--- src/rtl/core/keyword_mixed_alphabet_builder_top_assert.svh ---
// Assertion macros for the keyword mixed-alphabet builder.
// Included by the top level; needs nothing else.
`ifndef KEYWORD_MIXED_ALPHABET_BUILDER_TOP_ASSERT_SVH
`define KEYWORD_MIXED_ALPHABET_BUILDER_TOP_ASSERT_SVH

// Same-cycle implication, checked outside reset.
`define KMAB_ASSERT_NOW(label, clk, rst_n, ante, cons) \
    label: assert property (@(posedge clk) disable iff (!(rst_n)) (ante) |-> (cons)) \
        else $error("kmab assertion failed");

// Next-cycle implication, checked outside reset.
`define KMAB_ASSERT_NEXT(label, clk, rst_n, ante, cons) \
    label: assert property (@(posedge clk) disable iff (!(rst_n)) (ante) |=> (cons)) \
        else $error("kmab assertion failed");

`endif

--- src/rtl/core/kmab_pkg.sv ---
// Types and constants for the keyword mixed-alphabet builder.
// No dependencies.
package kmab_pkg;

    localparam int unsigned ALPHA_COUNT = 26;
    localparam int unsigned IDX_W       = 5;

    localparam logic [IDX_W-1:0] LETTER_J_IDX = 5'd9;
    localparam logic [IDX_W-1:0] NO_OMIT      = 5'd26;
    localparam logic [IDX_W-1:0] LAST_IDX     = 5'd25;

    localparam logic [7:0] ASCII_LOWER_A = 8'd97;
    localparam logic [7:0] ASCII_LOWER_Z = 8'd122;
    localparam logic [7:0] ASCII_UPPER_A = 8'd65;
    localparam logic [7:0] ASCII_UPPER_Z = 8'd90;
    localparam logic [7:0] CASE_OFFSET   = 8'd32;
    localparam logic [6:0] LETTER_A      = 7'd65;

    typedef enum logic [4:0] {
        S_IDLE  = 5'b00001,
        S_CHAR  = 5'b00010,
        S_OMIT  = 5'b00100,
        S_FILL  = 5'b01000,
        S_FLUSH = 5'b10000
    } t_state;

    typedef struct packed {
        logic             is_letter;
        logic [IDX_W-1:0] idx;
        logic [6:0]       letter;
    } t_dec;

endpackage

--- src/rtl/core/kmab_if.sv ---
// Valid/ready channels for keyword characters and key letters.
// Depends on nothing.
interface kmab_in_if;
    logic       valid;
    logic       ready;
    logic [7:0] char_code;
    logic       has_char;
    logic       is_last;

    modport source (output valid, output char_code, output has_char, output is_last,
                    input ready);
    modport sink   (input valid, input char_code, input has_char, input is_last,
                    output ready);
endinterface

interface kmab_out_if;
    logic       valid;
    logic       ready;
    logic [6:0] letter;
    logic       letter_valid;
    logic       end_of_key;

    modport source (output valid, output letter, output letter_valid, output end_of_key,
                    input ready);
    modport sink   (input valid, input letter, input letter_valid, input end_of_key,
                    output ready);
endinterface

--- src/rtl/core/keyword_mixed_alphabet_builder_top.sv ---
// Keyword mixed-alphabet builder. Keyword characters enter one item at a time; each
// new letter (case folded, non-letters dropped) leaves as one result. An ordinary
// character is accepted, then decoded and tested against the seen mask. The item marked
// last also runs the fill: a single bit-test unit walks the 26-bit seen mask one
// letter per cycle unless the output is stalled, first to find the omitted letter (J
// when J is unseen, else the first unseen letter, if any) and then to emit the other
// unseen letters; the final result is then released with the end-of-key flag. The
// output is registered, so a result may wait while the block keeps working up to the
// next result.
module keyword_mixed_alphabet_builder_top (
    input  logic       i_clk,
    input  logic       i_rst_n,
    kmab_in_if.sink    i_in,
    kmab_out_if.source o_out
);

    kmab_pkg::t_state r_state, n_state;
    logic [kmab_pkg::ALPHA_COUNT-1:0] r_seen, n_seen;
    logic [kmab_pkg::IDX_W-1:0]       r_idx, n_idx;
    logic [kmab_pkg::IDX_W-1:0]       r_omit, n_omit;
    logic [7:0] r_code, n_code;
    logic       r_has, n_has;
    logic       r_last, n_last;
    logic       r_pend_vld, n_pend_vld;
    logic [6:0] r_pend_letter, n_pend_letter;
    logic       r_out_vld, n_out_vld;
    logic [6:0] r_out_letter, n_out_letter;
    logic       r_out_lv, n_out_lv;
    logic       r_out_eok, n_out_eok;

    kmab_pkg::t_dec dec;
    logic out_free;
    logic out_load;
    logic bit_hit;
    logic candidate;
    logic idx_end;
    logic char_new;
    logic key_finishing;
    logic key_release;
    logic marker_out;

    kmab_letter_dec u_dec (
        .i_char_code (r_code),
        .o_dec       (dec)
    );

    assign out_free  = !r_out_vld || o_out.ready;
    // shared unit: one seen-mask bit test per cycle
    assign bit_hit   = r_seen[r_idx];
    assign candidate = !bit_hit && (r_idx != r_omit);
    assign idx_end   = (r_idx == kmab_pkg::LAST_IDX);
    assign char_new  = r_has && dec.is_letter && !r_seen[dec.idx];

    always_comb begin
        n_state       = r_state;
        n_seen        = r_seen;
        n_idx         = r_idx;
        n_omit        = r_omit;
        n_code        = r_code;
        n_has         = r_has;
        n_last        = r_last;
        n_pend_vld    = r_pend_vld;
        n_pend_letter = r_pend_letter;
        out_load      = 1'b0;
        n_out_letter  = r_out_letter;
        n_out_lv      = r_out_lv;
        n_out_eok     = r_out_eok;

        case (r_state)
            kmab_pkg::S_IDLE: begin
                if (i_in.valid) begin
                    n_code  = i_in.char_code;
                    n_has   = i_in.has_char;
                    n_last  = i_in.is_last;
                    n_state = kmab_pkg::S_CHAR;
                end
            end
            kmab_pkg::S_CHAR: begin
                if (!r_last) begin
                    if (char_new) begin
                        // hold until the output register frees up
                        if (out_free) begin
                            out_load          = 1'b1;
                            n_out_letter      = dec.letter;
                            n_out_lv          = 1'b1;
                            n_out_eok         = 1'b0;
                            n_seen[dec.idx]   = 1'b1;
                            n_state           = kmab_pkg::S_IDLE;
                        end
                    end else begin
                        n_state = kmab_pkg::S_IDLE;
                    end
                end else begin
                    // on the last item the letter may be the final one: park it
                    if (char_new) begin
                        n_seen[dec.idx] = 1'b1;
                        n_pend_vld      = 1'b1;
                        n_pend_letter   = dec.letter;
                    end
                    n_idx   = '0;
                    n_state = kmab_pkg::S_OMIT;
                end
            end
            kmab_pkg::S_OMIT: begin
                if (!r_seen[kmab_pkg::LETTER_J_IDX]) begin
                    n_omit  = kmab_pkg::LETTER_J_IDX;
                    n_idx   = '0;
                    n_state = kmab_pkg::S_FILL;
                end else if (!bit_hit) begin
                    n_omit  = r_idx;
                    n_idx   = '0;
                    n_state = kmab_pkg::S_FILL;
                end else if (idx_end) begin
                    n_omit  = kmab_pkg::NO_OMIT;
                    n_idx   = '0;
                    n_state = kmab_pkg::S_FILL;
                end else begin
                    n_idx = r_idx + 1'b1;
                end
            end
            kmab_pkg::S_FILL: begin
                if (!(candidate && r_pend_vld && !out_free)) begin
                    if (candidate) begin
                        // push the parked letter out, park the new one
                        if (r_pend_vld) begin
                            out_load     = 1'b1;
                            n_out_letter = r_pend_letter;
                            n_out_lv     = 1'b1;
                            n_out_eok    = 1'b0;
                        end
                        n_pend_vld    = 1'b1;
                        n_pend_letter = kmab_pkg::LETTER_A + {2'b00, r_idx};
                    end
                    if (idx_end) begin
                        n_state = kmab_pkg::S_FLUSH;
                    end else begin
                        n_idx = r_idx + 1'b1;
                    end
                end
            end
            kmab_pkg::S_FLUSH: begin
                if (out_free) begin
                    out_load     = 1'b1;
                    n_out_letter = r_pend_vld ? r_pend_letter : 7'd0;
                    n_out_lv     = r_pend_vld;
                    n_out_eok    = 1'b1;
                    n_seen       = '0;
                    n_pend_vld   = 1'b0;
                    n_state      = kmab_pkg::S_IDLE;
                end
            end
            default: begin
                n_state    = kmab_pkg::S_IDLE;
                n_pend_vld = 1'b0;
            end
        endcase

        if (out_load) begin
            n_out_vld = 1'b1;
        end else if (o_out.ready) begin
            n_out_vld = 1'b0;
        end else begin
            n_out_vld = r_out_vld;
        end
    end

    always_ff @(posedge i_clk) begin
        if (!i_rst_n) begin
            r_state    <= kmab_pkg::S_IDLE;
            r_seen     <= '0;
            r_pend_vld <= 1'b0;
            r_out_vld  <= 1'b0;
        end else begin
            r_state    <= n_state;
            r_seen     <= n_seen;
            r_pend_vld <= n_pend_vld;
            r_out_vld  <= n_out_vld;
        end
    end

    always_ff @(posedge i_clk) begin
        r_idx         <= n_idx;
        r_omit        <= n_omit;
        r_code        <= n_code;
        r_has         <= n_has;
        r_last        <= n_last;
        r_pend_letter <= n_pend_letter;
        r_out_letter  <= n_out_letter;
        r_out_lv      <= n_out_lv;
        r_out_eok     <= n_out_eok;
    end

    assign i_in.ready         = (r_state == kmab_pkg::S_IDLE);
    assign o_out.valid        = r_out_vld;
    assign o_out.letter       = r_out_letter;
    assign o_out.letter_valid = r_out_lv;
    assign o_out.end_of_key   = r_out_eok;

    assign key_finishing = (r_state == kmab_pkg::S_OMIT) || (r_state == kmab_pkg::S_FILL) ||
                           (r_state == kmab_pkg::S_FLUSH);
    assign key_release   = (r_state == kmab_pkg::S_FLUSH) && out_free;
    assign marker_out    = r_out_vld && !r_out_lv;

`include "keyword_mixed_alphabet_builder_top_assert.svh"

    // a parked letter only exists while the key is being finished
    `KMAB_ASSERT_NOW(a_pend_in_fill, i_clk, i_rst_n, r_pend_vld, key_finishing)
    // the seen mask is empty once a key is released
    `KMAB_ASSERT_NEXT(a_seen_clear, i_clk, i_rst_n, key_release, (r_seen == '0 && i_in.ready))
    // the end marker carries no letter
    `KMAB_ASSERT_NOW(a_marker_zero, i_clk, i_rst_n, marker_out, (r_out_letter == 7'd0 && r_out_eok))

endmodule

--- src/rtl/core/kmab_letter_dec.sv ---
// Character decoder: folds lower case to upper case and classifies letters.
// Depends on kmab_pkg.
module kmab_letter_dec (
    input  logic [7:0]     i_char_code,
    output kmab_pkg::t_dec o_dec
);

    logic       is_lower;
    logic [7:0] folded;
    logic [7:0] offset;

    always_comb begin
        is_lower = (i_char_code >= kmab_pkg::ASCII_LOWER_A) &&
                   (i_char_code <= kmab_pkg::ASCII_LOWER_Z);
        folded   = is_lower ? (i_char_code - kmab_pkg::CASE_OFFSET) : i_char_code;
        offset   = folded - kmab_pkg::ASCII_UPPER_A;
        o_dec.is_letter = (folded >= kmab_pkg::ASCII_UPPER_A) &&
                          (folded <= kmab_pkg::ASCII_UPPER_Z);
        o_dec.idx    = offset[kmab_pkg::IDX_W-1:0];
        o_dec.letter = folded[6:0];
    end

endmodule
--- src/flat_wrapper.sv ---
// flat-port wrapper written by rule: the top's interface ports become plain ports
module keyword_mixed_alphabet_builder_top_flat 
  (i_clk, i_rst_n, i_in_valid, i_in_char_code, i_in_has_char, i_in_is_last, i_in_ready, o_out_valid, o_out_letter, o_out_letter_valid, o_out_end_of_key, o_out_ready);
  kmab_in_if i_in_i ();
  kmab_out_if o_out_i ();
  input  logic i_clk;
  input  logic i_rst_n;
  input wire logic [$bits(i_in_i.valid)-1:0] i_in_valid;
  input wire logic [$bits(i_in_i.char_code)-1:0] i_in_char_code;
  input wire logic [$bits(i_in_i.has_char)-1:0] i_in_has_char;
  input wire logic [$bits(i_in_i.is_last)-1:0] i_in_is_last;
  output wire logic [$bits(i_in_i.ready)-1:0] i_in_ready;
  output wire logic [$bits(o_out_i.valid)-1:0] o_out_valid;
  output wire logic [$bits(o_out_i.letter)-1:0] o_out_letter;
  output wire logic [$bits(o_out_i.letter_valid)-1:0] o_out_letter_valid;
  output wire logic [$bits(o_out_i.end_of_key)-1:0] o_out_end_of_key;
  input wire logic [$bits(o_out_i.ready)-1:0] o_out_ready;
  assign i_in_i.valid = i_in_valid;
  assign i_in_i.char_code = i_in_char_code;
  assign i_in_i.has_char = i_in_has_char;
  assign i_in_i.is_last = i_in_is_last;
  assign i_in_ready = i_in_i.ready;
  assign o_out_valid = o_out_i.valid;
  assign o_out_letter = o_out_i.letter;
  assign o_out_letter_valid = o_out_i.letter_valid;
  assign o_out_end_of_key = o_out_i.end_of_key;
  assign o_out_i.ready = o_out_ready;
  keyword_mixed_alphabet_builder_top u_core (.i_clk(i_clk), .i_rst_n(i_rst_n), .i_in(i_in_i), .o_out(o_out_i));
endmodule
--- config.mk ---
export PLATFORM = sky130hd
export DESIGN_NAME = keyword_mixed_alphabet_builder_top_flat
export DESIGN_NICKNAME = d
export VERILOG_FILES = /design/src/rtl/core/kmab_pkg.sv /design/src/rtl/core/kmab_if.sv /design/src/rtl/core/keyword_mixed_alphabet_builder_top.sv /design/src/rtl/core/kmab_letter_dec.sv /design/src/flat_wrapper.sv
export VERILOG_INCLUDE_DIRS = /design/src /design/src/rtl/core
export SDC_FILE = /design/constraint.sdc
export NUM_CORES = 1
export LEC_CHECK = 0
export ABC_AREA = 1
export BUFFER_PORTS_ARGS = -buffer_cell sky130_fd_sc_hd__clkbuf_2
export CORE_MARGIN = 2
export CORE_UTILIZATION = 50
export DETAILED_ROUTE_END_ITERATION = 12
export PLACE_DENSITY = 0.68
export SETUP_SLACK_MARGIN = 0.2
export SLEW_MARGIN = 40
export SYNTH_ARGS = -nofsm -noshare
export SYNTH_HDL_FRONTEND = slang
export SYNTH_HIERARCHICAL = 1
export SYNTH_SLANG_ARGS = --single-unit
--- constraint.sdc ---
create_clock -name i_clk -period 5.38 [get_ports i_clk]
set_input_delay 0.538 -clock i_clk [delete_from_list [all_inputs] [get_ports i_clk]]
set_output_delay 0.538 -clock i_clk [all_outputs]
set_load 0.1 [all_outputs]
==> results of run 1 <==
[layout make-up]
class                           count  area [um^2]
Clock inverter                      5         60.1
Timing Repair Buffer               24          120
Sequential cell                    69         1740
Clock buffer                       11          141
Inverter                           95          360
Tap cell                          102          128
Multi-Input combinational cell    353         1690
Fill cell                         753         3450
[registers in the layout, indices dropped and copies added, names as in the netlist]
signal                     flops
u_core/r_last                  1
u_core/r_code                  8
u_core/r_seen                 26
u_core/o_out.end_of_key        1
u_core/r_pend_vld              1
u_core/r_has                   1
u_core/r_pend_letter           7
u_core/o_out.letter            7
u_core/r_omit                  5
u_core/o_out.letter_valid      1
u_core/o_out.valid             1
u_core/r_state                 5
u_core/r_idx                   5
[worst min path at each step]
stage | from | to | slack, ns | cells after the start
4_1_cts | i_in_char_code[2] | u_core/r_code[2]$_DFFE_PP_ | 0.36 | 1
3_3_place_gp | u_core/r_seen[16]$_SDFFE_PN0P_ | u_core/r_seen[16]$_SDFFE_PN0P_ | 0.45 | 2
6_report | i_in_char_code[2] | u_core/r_code[2]$_DFFE_PP_ | 0.37 | 1
2_1_floorplan | u_core/r_seen[16]$_SDFFE_PN0P_ | u_core/r_seen[16]$_SDFFE_PN0P_ | 0.44 | 2
3_5_place_dp | u_core/r_seen[16]$_SDFFE_PN0P_ | u_core/r_seen[16]$_SDFFE_PN0P_ | 0.45 | 2
5_1_grt | i_in_char_code[4] | u_core/r_code[4]$_DFFE_PP_ | 0.35 | 1
[synth_stat cells]
cell type  count
buf_4          5
edfxtp_1      36
clkinv_2       1
a211oi_1       1
nor3_1        10
nor4_2         1
o21a_4         1
nor4_1         1
o21ai_0       15
o21ai_1        5
nand3_1       54
nand4_1        8
inv_1         84
nand2_2        4
dfxtp_1       33
nor2_2         1
o21ai_2        1
nor2_1        43
a31oi_1        1
buf_6          3
inv_4          1
nand3b_1       1
buf_12         3
xnor2_1        4
o31ai_1        1
buf_2          6
o2111ai_1      1
nand2_1      148
ha_1           6
a21oi_1       34
xor2_1         7
inv_2          9
o22ai_1        2
clkbuf_1       4
o211ai_1       2
o311a_1        1
[cells by family (layout without fill, tap and decap cells)]
kind of cell	Yosys count	count (layout)
and+or+nand+nor	271	271
buffers and inverters	116	135
adders and majority gates	6	6
xor gates and xnor gates	11	11
DFF	69	69
AOI/OAI and AO/OA	65	65
[layout by cell type, fill, tap and decap left out, types with 4 or more instances in the layout]
master and count:
nor3_1 10, a21oi_1 34, dfxtp_1 33, nand2_1 147, nor2_1 42, ha_1 6
o21ai_1 5, inv_2 9, o21ai_0 15, clkbuf_2 24, xnor2_1 4, xor2_1 7
nand2_2 5, inv_1 84, clkbuf_8 10, edfxtp_1 36, nand3_1 54, nand4_1 8
[layer usage]
layer  track usage  up-vias  wire length (um)
met3        0.0342       16               609
met2         0.370      133              4440
met5             0        -                 0
met4        0.0821        0               148
met1         0.294     1607              3960
li1              -     1739                 -
[metrics by stage]
step           hold WS [ns]  std cells  cell area, um^2  power [W]
2_1_floorplan         0.437        538             3960    0.00111
3_5_place_dp          0.455        643             4040    0.00119
3_3_place_gp          0.448        643             4030    0.00118
6_report              0.371        659             4240    0.00162
5_1_grt               0.353        659             4240    0.00171
4_1_cts               0.360        659             4240    0.00162
[power groups by stage]
stage,clock network [W],logic (W),registers (W)
2_1_floorplan,0,0.000446,0.000667
3_3_place_gp,0,0.000493,0.000687
3_5_place_dp,0,0.000505,0.000688
4_1_cts,0.000435,0.000508,0.000676
5_1_grt,0.000453,0.000574,0.000685
6_report,0.000423,0.000517,0.000678
==> flow_summary.ini, run 1 <==
[place]
gp_congestion = 1.00
io_buffers = 24
hpwlAfterDp_mm = 6.76
place_ws_ns = 1.76

[detailed_routing]
final_antenna_net_count = 0
wl_per_cell_um = 13.9
drt_iter0_markers = 336
wl_mm = 9.15
route.vias.total = 3495
first_pass_iters = 5
drc_errors = 0
vias_per_cell = 5.30

[clock_tree]
clk_pin_slew_ns = 0.07
numCtsBuffers = 9
clock_latency_ns = 0.34
post-cts-setup-buffers = 0
clockBufferDepth = 2
cts_tree = yes
clkSinkCount = 69
h-tree-depth = 3
cts_resized = 0
cts_hold_buf = 0
clock-root-buffer = clkbuf_8

[yosys]
ys_ff_latch = 69
yosysTopAreaCellShare = 0.273
yosys-top-cells-area = edfxtp_1 (27%), dfxtp_1 (17%), nand2_1 (14%)
netlist_area_um2 = 3960
synthSimpleGateAreaFrac = 0.289
synth_xor_area_frac = 0.0244
synthAdderAreaFrac = 0.0190
netlist_instances = 538
synth_top_area_cell = edfxtp_1
synth_nets = 558
synth-compound-area-share = 0.0914
synthMuxAreaShare = 0
ys_warn_count = 6
avgSynthCellArea_um2 = 7.35
ys_seq_area_frac = 0.440
ys_types = 36
synth_top_family_by_area = simple AND/OR/NAND/NOR gates

[cells_and_area]
fin_util = 0.552
syn_to_final_growth_pct = 7.18
diodes = 0
drive_gt1_frac = 0.110
layout.nets = 572

[floorplanning]
die_y_um = 93.0
ios = 25
core-area_um2 = 7690
dieArea_um2 = 8640
fp.dieW_um = 93.0
rows = 32
start_util = 0.515

[global_route]
grt_first_pass_wirelength_mm = 15.0
grt_max_degree = 27
grt_util_all_layers = 0.223
grt_overflow_total = 0
antenna_found_initial = 0
grt_pass1_vias = 3246

[power]
switchingPower_w = 0.000637
vdd_ir_drop_max_v = 0.000204
power.density_nw_per_um2 = 381
power_leakage_nw = 1.95
combPwrFrac = 0.320
p_int_w = 0.000980
clkPwrFrac = 0.261
pwr-share-seq = 0.419
switching_share = 0.394

[critical_path]
crit_path_top_delay_cell = inv_1
worst-path-max-fanout = 20
r2r_slack_ns = 1.68
cpLargestDelayFamily = simple AND/OR/NAND/NOR gates
critical_path.cell_chain = inv_1, ha_1, nand2_1, xor2_1, nor3_1, nand2_1, nand2_1, nor2_1, nand2_2, nand2_2, nand2_1, a21oi_1, nand3_1, a21oi_1
ff2ff_path_depth = 14
cp-startpoint = u_core/r_code[0]$_DFFE_PP_
critPathCaptureType = flop
critPathKind = flop to flop
cp.depth = 14
r2r_start = u_core/r_code[0]$_DFFE_PP_
crit_buf_inv = 1
cp_data_arrival_time_ns = 3.67
cp-start-kind = flop
critPathMostFrequentCell = nand2_1
worstSetupEndpoint = u_core/r_pend_letter[1]$_DFFE_PP_
r2r_end = u_core/r_pend_letter[1]$_DFFE_PP_
cp.required_ns = 5.35
slowest_delay_ns = 0.57

[timing]
finalHoldViolCount = 0
skew_ns = 0.00742
fin_ws_ns = 1.68
slew_violations = 0
setup_viol = 0
max_freq_mhz = 270
worstMarginPinSlew_ns = 0.878
rsz0062_at_grt = no
setup_tns_ns = 0
period_minus_slack_ns = 3.70
finalCritPeriodShare = 0.688
slew_headroom = 0.415

[min_path]
hold_path.class = input port to flop

[run_status]
status = completed

[run]
drv_cap = 0
No activity file was read; power rests on OpenSTA's default activity.
==> inputs of run 2 (changes only) <==
--- a/config.mk
+++ b/config.mk
@@ -11,7 +11,7 @@
 export CORE_MARGIN = 2
 export CORE_UTILIZATION = 50
 export DETAILED_ROUTE_END_ITERATION = 12
-export PLACE_DENSITY = 0.68
+export PLACE_DENSITY = 0.7
 export SETUP_SLACK_MARGIN = 0.2
 export SLEW_MARGIN = 40
 export SYNTH_ARGS = -nofsm -noshare
==> constraint.sdc (replaced) <==
create_clock -name i_clk -period 3.25 [get_ports i_clk]
set_input_delay 0.325 -clock i_clk [delete_from_list [all_inputs] [get_ports i_clk]]
set_output_delay 0.325 -clock i_clk [all_outputs]
set_load 0.1 [all_outputs]
==> run 2 against run 1 <==
Effect of this change:
- clock skew is 0.0022 ns higher
- clock power up 91%
- cell count up 2.1%
- sequential share of layout area down 1.6 points
- register-to-register slack lost 1.3 ns
- global-route usage grew 0.18 points
- critical endpoint is now u_core/r_pend_letter[3]$_DFFE_PP_
- largest cell class unchanged
==> flow_summary.ini, run 2 (same netlist as run 1, synthesis figures left out) <==
[critical_path]
slowest_delay_ns = 0.43
cp.required_ns = 3.29
critical_path.cell_chain = inv_1, ha_2, nand3_1, nand2_1, nand2_2, nand3_1, nand3_1, nor2_1, nand2_1, nand3b_1, nor2_1, nand2_2, nand2_2, nand2_1, a21oi_1, nand3_1, a21oi_4
crit_path_top_delay_cell = edfxtp_1
critPathMostFrequentCell = nand3_1
worst-path-max-fanout = 7
critPathCaptureType = flop
cp-start-kind = flop
critPathKind = flop to flop
cp_data_arrival_time_ns = 2.88

[cells_and_area]
top_regs = u_core/r_seen x26, u_core/r_code x8
layout.nets = 586
diodes = 0
regArea_um2 = 1740
fillers = 732
top_register = u_core/r_seen
layout_common_cells = nand2_1 (147), inv_1 (83), nand3_1 (54)
final_common_cell = nand2_1
multi_input_area_um2 = 1730
syn_to_final_growth_pct = 11.6
largest_reg_flops = 26
drive_gt1_frac = 0.144

[timing]
slew_violations = 0
slew_headroom = 0.619
setup_viol = 0
hold_ws_ns = 0.141
max_freq_mhz = 352
finalCritPeriodShare = 0.874
finalHoldViolCount = 0
rsz0062_at_grt = no
skew_ns = 0.00959
period_minus_slack_ns = 2.84
fin_ws_ns = 0.409
worstMarginPinSlew_ns = 0.567
setup_tns_ns = 0

[detailed_routing]
route.vias.total = 3512
wl_mm = 9.52
drc_errors = 0
vias_per_cell = 5.22
drt_iter0_markers = 324
first_pass_iters = 6
wl_per_cell_um = 14.2
final_antenna_net_count = 0

[clock_tree]
cts_tree = yes
clock-root-buffer = clkbuf_8
h-tree-depth = 3
numCtsBuffers = 9
clkSinkCount = 69
clk_pin_slew_ns = 0.08
clock_latency_ns = 0.35
clockBufferDepth = 2

[power]
power.density_nw_per_um2 = 658
vdd_ir_drop_max_v = 0.000418
p_total_w = 0.00291
power_leakage_nw = 2.05

[global_route]
grt_util_all_layers = 0.224
grt_first_pass_wirelength_mm = 15.2
grt_overflow_total = 0
antenna_found_initial = 0
grt_max_degree = 27
grt_pass1_vias = 3226

[floorplanning]
core-area_um2 = 7690
start_util = 0.515
fp.dieW_um = 93.0
dieArea_um2 = 8640
ios = 25
die_y_um = 93.0
rows = 32

[place]
hpwlAfterDp_mm = 6.77
io_buffers = 24
place_ws_ns = 0.142
gp_congestion = 0.965

[run_status]
status = completed

[min_path]
hold_path.class = input port to flop

[run]
drv_cap = 0
## run 2: path summary, 6_finish.rpt
path | cells past startpoint | from | slack (ns) | end
worst min register to register | 2 | u_core/r_seen[16]$_SDFFE_PN0P_ | 0.47 | u_core/r_seen[16]$_SDFFE_PN0P_
worst max register to register | 17 | u_core/r_code[1]$_DFFE_PP_ | 0.41 | u_core/r_pend_letter[3]$_DFFE_PP_
worst max-delay path | 17 | u_core/r_code[1]$_DFFE_PP_ | 0.41 | u_core/r_pend_letter[3]$_DFFE_PP_
worst min-delay path | 1 | i_in_char_code[4] | 0.14 | u_core/r_code[4]$_DFFE_PP_
## run 2: worst max-delay path: cells and delay by family, from the launching register on
kind	cells	cell delay [ns]
buffers and inverters	1	0.14
AND/OR/NAND/NOR	13	1.33
flip-flops	1	0.43
adder cells (fa/ha/maj)	1	0.24
AO/OA/AOI/OAI	2	0.38
## run 2: power breakdown
group,switching (W),internal [W]
Clock,0.000362,0.000445
Combinational,0.000706,0.000283
Sequential,0.0000828,0.00103
Total,0.00115,0.00176
## run 2: layout make-up
cell class / count / area share
inverter: 95 / 0.0816
tap: 102 / 0.0289
timing repair buffer: 38 / 0.0510
clock buffer: 9 / 0.0280
clock inverter: 7 / 0.0238
multi-input combinational: 353 / 0.392
sequential: 69 / 0.394
## run 2: per-stage QoR
stage          cell area (um^2)  utilization  std cells
6_report                   4420        0.575        673
4_1_cts                    4340        0.564        668
5_1_grt                    4420        0.575        673
3_5_place_dp               4110        0.534        652
2_1_floorplan              3970            -        538
3_3_place_gp               4100        0.534        652
## run 2: routing by layer
layer,wire [um],share of wire,GRT usage,up-vias
met3,696,0.073,0.0480,20
li1,-,-,-,1763
met2,4410,0.46,0.359,132
met1,4250,0.45,0.298,1597
met4,165,0.017,0.0858,0
met5,0,0,0,-
## run 2: what timing repair did
action                                  CTS  global route
setup buffers                             0             5
endpoints found under the setup margin    7            16
gates resized for setup                   1             7
hold buffers                              0             0
cloned                                    0             0
